**config.mk**
```make
export PLATFORM = sky130hd
export DESIGN_NAME = wfd_ctrl
export DESIGN_NICKNAME = d
export VERILOG_FILES = /design/src/hdl/wfd_pkg.sv /design/src/hdl/wfd_ctrl.sv
export SDC_FILE = /design/constraint.sdc
export NUM_CORES = 1
export LEC_CHECK = 0
export ABC_AREA = 1
export BUFFER_PORTS_ARGS = -buffer_cell sky130_fd_sc_hd__buf_4
export CORE_AREA = 2 2 39 41
export DETAILED_ROUTE_END_ITERATION = 8
export DIE_AREA = 0 0 41 43
export PLACE_DENSITY = 0.69
export SETUP_SLACK_MARGIN = 0.1
export SYNTH_ARGS = -nofsm -noshare
export SYNTH_HDL_FRONTEND = slang
export SYNTH_SLANG_ARGS = --single-unit
```
**constraint.sdc**
```tcl
create_clock -name i_clk -period 1.65 [get_ports i_clk]
set_clock_uncertainty 0.2 [all_clocks]
set_input_delay 0.33 -clock i_clk [delete_from_list [all_inputs] [get_ports i_clk]]
set_output_delay 0.33 -clock i_clk [all_outputs]
set_load 0.02 [all_outputs]
```
**src/hdl/wfd_pkg.sv**
```systemverilog
// ----------------------------------------------------------------------------
// wfd_pkg
// Shared constants, command/status types and the CRC-32 byte update for the
// WEP frame decryptor.
// ----------------------------------------------------------------------------
package wfd_pkg;

    // Body length at which the byte counter stops counting
    localparam int MAX_BODY = 4096;
    localparam int CNT_W    = $clog2(MAX_BODY + 1);

    // S-box geometry
    localparam int SBOX_DEPTH = 256;
    localparam int SBOX_AW    = $clog2(SBOX_DEPTH);

    // Configuration register indexes
    localparam logic [1:0] CFG_KEY_LENGTH = 2'd0;
    localparam logic [1:0] CFG_KEY_LOW    = 2'd1;
    localparam logic [1:0] CFG_KEY_HIGH   = 2'd2;

    // Key length limits and reset value
    localparam logic [3:0] KEY_LEN_MAX   = 4'd13;
    localparam logic [3:0] KEY_LEN_RESET = 4'd5;
    localparam int         IV_BYTES      = 3;

    // Frame status codes
    localparam logic [1:0] ST_OK       = 2'd0;
    localparam logic [1:0] ST_MISMATCH = 2'd1;
    localparam logic [1:0] ST_SHORT    = 2'd2;

    // Body positions that change the handling of a word
    localparam logic [CNT_W-1:0] POS_IV_LAST = CNT_W'(2);
    localparam logic [CNT_W-1:0] POS_CIPHER  = CNT_W'(4);
    localparam logic [CNT_W-1:0] POS_ICV_MIN = CNT_W'(7);
    localparam logic [CNT_W-1:0] POS_PAYLOAD = CNT_W'(8);

    // CRC-32, reflected
    localparam logic [31:0] CRC_POLY   = 32'hedb88320;
    localparam logic [31:0] CRC_PRESET = 32'hffffffff;

    // Datapath operations
    localparam logic [3:0] OP_NOP  = 4'd0;
    localparam logic [3:0] OP_TAKE = 4'd1;  // latch the input word
    localparam logic [3:0] OP_FILL = 4'd2;  // write identity into the S-box
    localparam logic [3:0] OP_RD_N = 4'd3;  // read s[n] or s[i+1]
    localparam logic [3:0] OP_RD_J = 4'd4;  // advance j, read s[j]
    localparam logic [3:0] OP_SWAP = 4'd5;  // write back the swapped pair
    localparam logic [3:0] OP_RD_T = 4'd6;  // read s[s_i + s_j]
    localparam logic [3:0] OP_CAP  = 4'd7;  // capture the keystream byte
    localparam logic [3:0] OP_FIN  = 4'd8;  // retire the word

    typedef struct packed {
        logic [3:0] op;
        logic       sched;   // key schedule rather than keystream
    } t_cmd;

    typedef struct packed {
        logic pos_iv_last;   // word is the third IV byte
        logic pos_cipher;    // word is ciphertext or ICV
        logic last;          // latched word ends the frame
        logic n_last;        // schedule counter at its final entry
        logic has_res;       // retiring the word gives a result
        logic out_free;      // output register can take a result
    } t_stat;

    // One byte through the reflected CRC-32
    function automatic logic [31:0] crc_byte(input logic [31:0] crc, input logic [7:0] b);
        logic [31:0] c;
        c = crc ^ {24'd0, b};
        for (int k = 0; k < 8; k++) begin
            c = c[0] ? ((c >> 1) ^ CRC_POLY) : (c >> 1);
        end
        return c;
    endfunction

endpackage

```
**src/hdl/wfd_ctrl.sv**
```systemverilog
// ----------------------------------------------------------------------------
// wfd_ctrl
// Sequencer: takes a word, runs one RC4 keystream step for every ciphertext word
// and retires the word; after the third IV byte it refills the S-box and runs the key schedule.
// ----------------------------------------------------------------------------
module wfd_ctrl (
    input  logic           i_clk,
    input  logic           i_rst_n,
    input  logic           i_valid,
    output logic           o_stall,
    input  wfd_pkg::t_stat i_stat,
    output wfd_pkg::t_cmd  o_cmd
);
    import wfd_pkg::*;

    localparam logic [3:0] S_IDLE = 4'd0;
    localparam logic [3:0] S_DISP = 4'd1;
    localparam logic [3:0] S_FILL = 4'd2;
    localparam logic [3:0] S_KRD  = 4'd3;
    localparam logic [3:0] S_KJ   = 4'd4;
    localparam logic [3:0] S_KSW  = 4'd5;
    localparam logic [3:0] S_SRD  = 4'd6;
    localparam logic [3:0] S_SJ   = 4'd7;
    localparam logic [3:0] S_SSW  = 4'd8;
    localparam logic [3:0] S_STR  = 4'd9;
    localparam logic [3:0] S_SCAP = 4'd10;
    localparam logic [3:0] S_FIN  = 4'd11;

    logic [3:0] r_state, n_state;
    logic       r_sched, n_sched;

    // Next state and command
    always_comb begin
        n_state   = r_state;
        n_sched   = r_sched;
        o_cmd.op    = OP_NOP;
        o_cmd.sched = 1'b0;
        case (r_state)
            S_IDLE: begin
                if (i_valid) begin
                    o_cmd.op = OP_TAKE;
                    n_state  = S_DISP;
                end
            end
            S_DISP: begin
                n_sched = i_stat.pos_iv_last && !i_stat.last;
                n_state = i_stat.pos_cipher ? S_SRD : S_FIN;
            end
            S_FILL: begin
                o_cmd.op = OP_FILL;
                if (i_stat.n_last) begin
                    n_state = S_KRD;
                end
            end
            S_KRD: begin
                o_cmd.op    = OP_RD_N;
                o_cmd.sched = 1'b1;
                n_state     = S_KJ;
            end
            S_KJ: begin
                o_cmd.op    = OP_RD_J;
                o_cmd.sched = 1'b1;
                n_state     = S_KSW;
            end
            S_KSW: begin
                o_cmd.op    = OP_SWAP;
                o_cmd.sched = 1'b1;
                n_state     = i_stat.n_last ? S_IDLE : S_KRD;
            end
            S_SRD: begin
                o_cmd.op = OP_RD_N;
                n_state  = S_SJ;
            end
            S_SJ: begin
                o_cmd.op = OP_RD_J;
                n_state  = S_SSW;
            end
            S_SSW: begin
                o_cmd.op = OP_SWAP;
                n_state  = S_STR;
            end
            S_STR: begin
                o_cmd.op = OP_RD_T;
                n_state  = S_SCAP;
            end
            S_SCAP: begin
                o_cmd.op = OP_CAP;
                n_state  = S_FIN;
            end
            S_FIN: begin
                // hold until the output register has room for a result
                if (i_stat.out_free || !i_stat.has_res) begin
                    o_cmd.op = OP_FIN;
                    n_sched  = 1'b0;
                    n_state  = r_sched ? S_FILL : S_IDLE;
                end
            end
            default: begin
                n_state = S_IDLE;
            end
        endcase
    end

    always_ff @(posedge i_clk) begin
        if (!i_rst_n) begin
            r_state <= S_IDLE;
            r_sched <= 1'b0;
        end else begin
            r_state <= n_state;
            r_sched <= n_sched;
        end
    end

    assign o_stall = (r_state != S_IDLE);

endmodule

```
==> impl_metrics.ini, run 1 <==
[die]
core_area_um2 = 1380
die_w_um = 41
ios = 15
initial_utilization_pct = 32.8
dieArea_um2 = 1760
dieHeight_um = 43
rows = 14

[pwr]
p_seq_share_pct = 16.2
pwr_density_cell_nw_per_um2 = 2170
leakagePower_nw = 0.406
clockPowerShare_pct = 8.6
p_comb_share_pct = 75.2
sw_frac_of_total_pct = 47.8
peakVddDrop_mv = 1.06
internal_power_mw = 0.919
power_mw = 1.76
power_switching_mw = 0.843

[sta]
worst_hold_slack_ns = 0.0887
clock.fmax_ghz = 0.541
finalWorstSetupSlack_ns = -0.200
max-slew-margin-rel_pct = 78.2
setup_viol = 6
rsz0062_at_grt = true
tightest_slew_ns = 0.326
period_minus_slack_ns = 1.85
slew_viol_final = 0
min_period_over_period_pct = 112
hold_violations = 0

[yosys]
netlist_area_um2 = 454
post_synth_num_cell_types = 18
postSynthRegisterBits = 5
synth_top_area_cell = dfxtp_1
ys_seq_area_share_pct = 22.0
yosysWarningCount = 0
syn_avg_cell_area_um2 = 6.14
synth_nets = 83
synthCells = 74
synth_top_cells_by_area = dfxtp_1, nand2_1, inv_1
synth_top_area_share_pct = 22.0

[cts]
numCtsBuffers = 3
clkTransAtPathRegs_ns = 0.05
cts_sinks = 5
cts_hold_buf = 0
cts_root_buf = clkbuf_4
clockBufferDepth = 2
h-tree-depth = 1
worstSkewPairLatency_ns = 0.25
tritoncts = done

[outcome]
violations = negative setup slack
status = complete, but fails checks

[placement]
place_inst = 112
place_congestion = 0.888
pre_cts_slack_ns = -0.0705
portBuffers = 14
dp_hpwl_mm = 1.07

[route]
drtAntennaViolNets = 0
drt-initial-drc-count = 14
vias = 603
remaining_drc_errors = 0
via_per_inst = 4.98
routed_wl_mm = 1.54
avgRoutedWirePerCell_um = 12.7
dr.pass1.iters = 4

[setup_path]
worstPathCellList = nor2_4 > inv_2 > nor2_2 > inv_2 > o2111ai_4 > buf_6
ff2ff_path_depth = 9
worstPathRequired_ns = 1.12
ff2ff_setup_slack_ns = 0.11
cp_max_fo = 4
worst_path_max_delay_cell = dfxtp_4
cp_top_family = flip-flops
worstSetupPathDepth = 6
cpMostUsedCell = inv_2
reg2reg_from = r_state[2]
startpoint_type = flip-flop
endpoint_kind = output port
critPathMaxStageDelay_ns = 0.36
crit_buf_inv = 3
path_class = reg -> out
r2r_end = r_state[0]
crit_arrival_ns = 1.32

[global_routing]
grt_pass1_wl_mm = 2.31
grt.overflow.total = 0
antenna_found_initial = 0
grt_pass1_vias = 558
grt_max_degree = 7
grt_use_total_pct = 20.9

[min_path]
hold_depth = 3
hp-class = in -> reg
min_to = r_state[3]
hp-start = i_rst_n

[job]
drv_cap = 0

[cells_and_area]
stdcell_count = 121
layout_commonest_cell = buf_4
syn_to_final_growth_pct = 78.5
most-common-layout-cells = buf_4, nand2_1, buf_6, inv_1
drive_above_1_share_pct = 58.1
utilization_pct = 58.6
diodes = 0
nets = 115
[cell usage after synthesis, drive strengths merged]
library cell,count
nand2,16
dfxtp,5
a31oi,1
nand3,7
o2111ai,1
o211ai,2
nor2,12
inv,17
a21oi,5
nand3b,1
o21ai,7
[layer usage]
metal / GRT usage [%] / wire length (µm) / up-vias
met3: 4.19 / 87 / 10
met5: 0 / 0 / -
met4: 22.0 / 92 / 0
met2: 32.8 / 824 / 32
met1: 20.0 / 533 / 264
li1: - / - / 297
[final cells by class]
class / count / area [µm²]
well taps: 16 / 20.0
multi-input cells: 52 / 345
repair buffers: 27 / 240
inverters: 17 / 66.3
fillers: 131 / 573
flip-flops and latches: 5 / 113
clock buffers: 4 / 26.3
[flip-flops by register name (all words and copies together) (netlist names)]
name / flops
r_state: 4
r_sched: 1
[cells by family after synthesis]
kind of cell           count (synthesis)  share of synthesized area, %
AO/OA/AOI/OAI                         16                          21.5
AND/OR/NAND/NOR                       36                          42.4
flip-flops                             5                          22.0
buffers and inverters                 17                          14.0
[metrics by stage]
step	setup TNS, ns	area [µm²]
detailed placement	-0.0815	669
finish	-0.769	811
floorplan	0	484
global placement	0	669
CTS	-0.732	779
global route	-1.13	811
[worst max path at each step]
stage               slack (ns)        from  endpoint
floorplan                 0.06  r_state[0]  o_cmd[1]
global placement          0.02  r_state[1]  o_cmd[1]
detailed placement       -0.07  r_state[2]  o_cmd[1]
CTS                      -0.16  r_state[2]  o_cmd[2]
global route             -0.27  r_state[3]  o_cmd[1]
finish                   -0.20  r_state[3]  o_cmd[1]
[power groups by stage]
stage               Sequential, mW  Clock [mW]  Combinational, mW
floorplan                    0.250           0              0.642
CTS                          0.283       0.154               1.23
detailed placement           0.253           0               1.04
global route                 0.295       0.159               1.43
global placement             0.251           0               1.03
finish                       0.286       0.152               1.32
[tightest hold or removal path, stage by stage]
cell and delay [ns]:
buf_4 0.09, o21ai_1 0.06, inv_1 0.04
[what timing repair did]
item	CTS	global route
endpoints found under the setup margin	6	9
pin swaps	8	7
endpoints found under the hold margin	0	0
setup buffers	4	1
gates resized for setup	22	10
(Power assumes the default switching activity.)
==> run 2: changes to the inputs <==
--- a/config.mk
+++ b/config.mk
@@ -8,7 +8,7 @@
 export ABC_AREA = 1
 export BUFFER_PORTS_ARGS = -buffer_cell sky130_fd_sc_hd__buf_4
-export CORE_AREA = 2 2 39 41
+export CORE_AREA = 10 10 47 49
 export DETAILED_ROUTE_END_ITERATION = 8
-export DIE_AREA = 0 0 41 43
+export DIE_AREA = 0 0 57 59
 export PLACE_DENSITY = 0.69
 export SETUP_SLACK_MARGIN = 0.1
--- a/constraint.sdc
+++ b/constraint.sdc
@@ -3,3 +3,3 @@
 set_input_delay 0.33 -clock i_clk [delete_from_list [all_inputs] [get_ports i_clk]]
 set_output_delay 0.33 -clock i_clk [all_outputs]
-set_load 0.02 [all_outputs]
+set_load 0.1 [all_outputs]
==> run 2 against run 1 <==
The run still ends with negative setup slack left. Register-to-register slack worse by 0.03 ns. Critical path depth is the same. Die area is 91% higher. Global-route usage shrank 11 points. Wire length increased by 8.1%. Hold slack better by 0.028 ns. Cell count increased by 6.6%. First-iteration DRC count is 7.1% higher. Critical path type unchanged. Critical endpoint unchanged.
==> impl_metrics.ini, run 2 (synthesis results as in run 1) <==
[outcome]
status = complete, but fails checks
violations = negative setup slack

[setup_path]
startpoint_type = flip-flop
endpoint_kind = output port
worstPathRequired_ns = 1.12
crit_buf_inv = 3
cp_top_family = flip-flops
worst_path_max_delay_cell = dfxtp_4
critPathMaxStageDelay_ns = 0.37
path_class = reg -> out
cp_max_fo = 4
worstPathCellList = nor2_4 > inv_2 > nor2_2 > inv_2 > o2111ai_4 > buf_12
cpMostUsedCell = inv_2
crit_arrival_ns = 1.40

[global_routing]
grt_max_degree = 7
antenna_found_initial = 0
grtUsageMet2_pct = 18.9
grt.overflow.total = 0
met1_usage_pct = 10.2
grt_use_total_pct = 10.4
busiest_layer = met2
grt_use_met3_pct = 4.08
grt_pass1_vias = 665
grt_pass1_wl_mm = 2.81

[sta]
min_period_over_period_pct = 117
rsz0062_at_grt = true
finalWorstSetupSlack_ns = -0.285
tightest_slew_ns = 0.352
slew_viol_final = 0
setup_viol = 6
hold_violations = 0
clock.fmax_ghz = 0.517
max-slew-margin-rel_pct = 76.5
period_minus_slack_ns = 1.93

[die]
dieArea_um2 = 3360
ios = 15
core_area_um2 = 1400
dieHeight_um = 59
initial_utilization_pct = 32.4
die_w_um = 57
rows = 14

[cells_and_area]
reg_top3 = r_state x4, r_sched x1
drive_above_1_share_pct = 61.1
nets = 123
layout_commonest_cell = buf_4
fillers = 127
largest_reg_flops = 4
syn_to_final_growth_pct = 106
diodes = 0
max_flop_register = r_state
most-common-layout-cells = buf_4, nand2_1, nor2_4, inv_1

[cts]
cts_root_buf = clkbuf_4
worstSkewPairLatency_ns = 0.25
clockBufferDepth = 2
cts_hold_buf = 0
h-tree-depth = 1
tritoncts = done
cts_sinks = 5
clkTransAtPathRegs_ns = 0.05
numCtsBuffers = 3

[placement]
pre_cts_slack_ns = -0.152
place_congestion = 0.844
dp_hpwl_mm = 1.22
portBuffers = 14

[route]
drt-initial-drc-count = 15
routed_wl_mm = 1.66
vias = 623
remaining_drc_errors = 0
via_per_inst = 4.83
dr.pass1.iters = 4
avgRoutedWirePerCell_um = 12.9
drtAntennaViolNets = 0

[min_path]
hp-class = in -> reg

[job]
drv_cap = 0
run 2: changes by cell type in the layout (fill, tap and decap cells not counted), sizes merged:
cell	before	now
buf	27	35
run 2: path summary, 6_finish.rpt:
kind              start    endpoint  slack (ns)  cells after the start
min reg2reg     r_sched     r_sched        0.35                      2
min             i_rst_n  r_state[3]        0.12                      3
max reg2reg  r_state[3]  r_state[0]        0.08                      9
max          r_state[2]    o_cmd[1]       -0.28                      6
run 2: repair_timing:
action	4_1_cts	5_1_grt
setup buffers	2	1
resized for setup	30	5
setup endpoints to repair	8	8
pin swaps	5	5
run 2: metrics by stage:
stage / instances / cell area [µm²] / TNS [ns] / hold slack, ns / util, %
finish: 129 / 935 / -1.24 / 0.117 / 66.7
global route: 129 / 935 / -1.63 / 0.147 / 66.7
CTS: 128 / 917 / -1.16 / 0.119 / 65.4
detailed placement: 122 / 772 / -0.475 / 0.334 / 55.1
global placement: 122 / 772 / -0.310 / 0.340 / 55.1
floorplan: 74 / 499 / -2.76 / 0.255 / -
run 2: tightest hold or removal path, delay by kind of cell:
family                 cells  cell delay, ns
buffers and inverters      2            0.14
AO/OA/AOI/OAI              1            0.07
run 2: area by class of cell:
cell class	count	area [µm²]	share of cell area, %
Multi-Input combinational cell	52	372	39.8
Sequential cell	5	115	12.3
Clock buffer	4	26.3	2.81
Tap cell	16	20.0	2.14
Inverter	17	68.8	7.36
Timing Repair Buffer	35	333	35.6
run 2: layer usage:
layer	wire length, µm	up-vias
met4	7	0
met2	940	14
met1	630	290
met3	82	2
li1	-	317
met5	0	-
Power of run 2 is left out: the tool's default activity adds up to more than one toggle a clock period on the data nets, which glitch-free logic cannot reach.
==> run 3: changes to the inputs <==
- CTS_CLUSTER_DIAMETER: unset -> 60
- GPL_TIMING_DRIVEN: unset -> 0
==> run 3 against run 2 <==
The flow still finishes with violations (negative setup slack). Via count is 2.4% lower. Hold slack better by 0.026 ns. Cell area is 5.8% lower. Wire length is 1.6% lower. Fmax is 1.7% higher. Sequential share of layout area is 0.47 points higher. Global-route usage is 0.92 points lower.
==> impl_metrics.ini, run 3 (synthesis results as in run 1) <==
[cts]
tritoncts = done
cts_hold_buf = 0
clockBufferDepth = 2
cts_root_buf = clkbuf_4
numCtsBuffers = 3
worstSkewPairLatency_ns = 0.23
h-tree-depth = 1
clkTransAtPathRegs_ns = 0.04
cts_sinks = 5

[min_path]
hold_depth = 3
hp-class = in -> reg

[route]
via_per_inst = 5.20
wl_met3_um = 92
avgRoutedWirePerCell_um = 14.0
remaining_drc_errors = 0
routed_wl_mm = 1.64
wl_met1_um = 628
dr.pass1.iters = 4
drtAntennaViolNets = 0
route.met2.wl_um = 866
vias = 608
dr.max_layer_used = met4
drt-initial-drc-count = 22

[global_routing]
grt_pass1_wl_mm = 2.63
grt_max_degree = 7
grt_use_total_pct = 9.45
grt.overflow.total = 0
antenna_found_initial = 0
grt_pass1_vias = 624

[setup_path]
startpoint_type = flip-flop
worstPathRequired_ns = 1.12
endpoint_kind = output port
path_class = reg -> out
cp_max_fo = 6
worst_path_max_delay_cell = dfxtp_4
worstPathCellList = inv_4 > nor2_4 > a21oi_2 > o211ai_1 > buf_6
crit_arrival_ns = 1.37
critPathMaxStageDelay_ns = 0.39
ff2ff_path_depth = 8

[sta]
max-slew-margin-rel_pct = 72.7
setup_viol = 6
period_minus_slack_ns = 1.90
rsz0062_at_grt = true
tightest_slew_ns = 0.407
hold_violations = 0
finalWorstSetupSlack_ns = -0.252
min_period_over_period_pct = 115
clock.fmax_ghz = 0.526
slew_viol_final = 0

[die]
die_w_um = 57
dieHeight_um = 59
initial_utilization_pct = 32.4
dieArea_um2 = 3360
core_area_um2 = 1400
ios = 15
rows = 14

[outcome]
status = complete, but fails checks
violations = negative setup slack

[placement]
dp_hpwl_mm = 1.07
portBuffers = 14
place_congestion = 0.881
pre_cts_slack_ns = -0.266

[cells_and_area]
largest_reg_flops = 4
syn_to_final_growth_pct = 93.9
drive_above_1_share_pct = 60.4
nets = 111
diodes = 0
layout_commonest_cell = buf_4
most-common-layout-cells = buf_4, nand2_1, inv_2, nor2_4, inv_1
fillers = 119
reg_top3 = r_state x4, r_sched x1
max_flop_register = r_state

[job]
drv_cap = 0
[run 3: cell type report]
cell class                      count  area (µm²)  area share (%)
Tap cell                           16        20.0            2.27
Multi-Input combinational cell     52         405            46.0
Inverter                           17        66.3            7.53
Clock buffer                        4        26.3            2.98
Timing Repair Buffer               23         250            28.4
Sequential cell                     5         113            12.8
[run 3: per-layer routing]
metal / global-route usage, % / vias to the layer above
met1: 9.22 / 285
met4: 4.03 / 0
met5: 0 / -
met3: 3.43 / 6
li1: - / 294
met2: 17.5 / 23
[run 3: final timing paths]
check / startpoint / endpoint / slack [ns]
min: i_rst_n / r_state[3] / 0.14
max: r_state[2] / o_cmd[2] / -0.25
min reg2reg: r_sched / r_sched / 0.36
max reg2reg: r_state[2] / r_state[0] / 0.10
[run 3: worst max-delay path, delay by kind of cell, from the launching register on]
| family | cells | cell delay (ns) |
|---|---|---|
| flip-flops | 1 | 0.39 |
| buffers and inverters | 2 | 0.31 |
| AND/OR/NAND/NOR | 1 | 0.23 |
| AO/OA/AOI/OAI | 2 | 0.20 |
[run 3: timing repair]
| action | in CTS | in global routing |
|---|---|---|
| buffers inserted | 7 | 2 |
| pin swaps | 4 | 9 |
| resized for setup | 30 | 16 |
| setup endpoints to repair | 6 | 9 |
[run 3: per-stage QoR]
stage	instances	utilization [%]	cell area [µm²]	setup TNS [ns]	hold WS (ns)
floorplan	74	-	499	-2.76	0.255
global placement	104	44.6	624	-0.724	0.337
detailed placement	104	44.6	624	-0.810	0.351
CTS	115	57.9	811	-1.06	0.136
global route	117	62.9	881	-1.50	0.154
finish	117	62.9	881	-1.19	0.143
Power of run 3 is left out for the same reason.
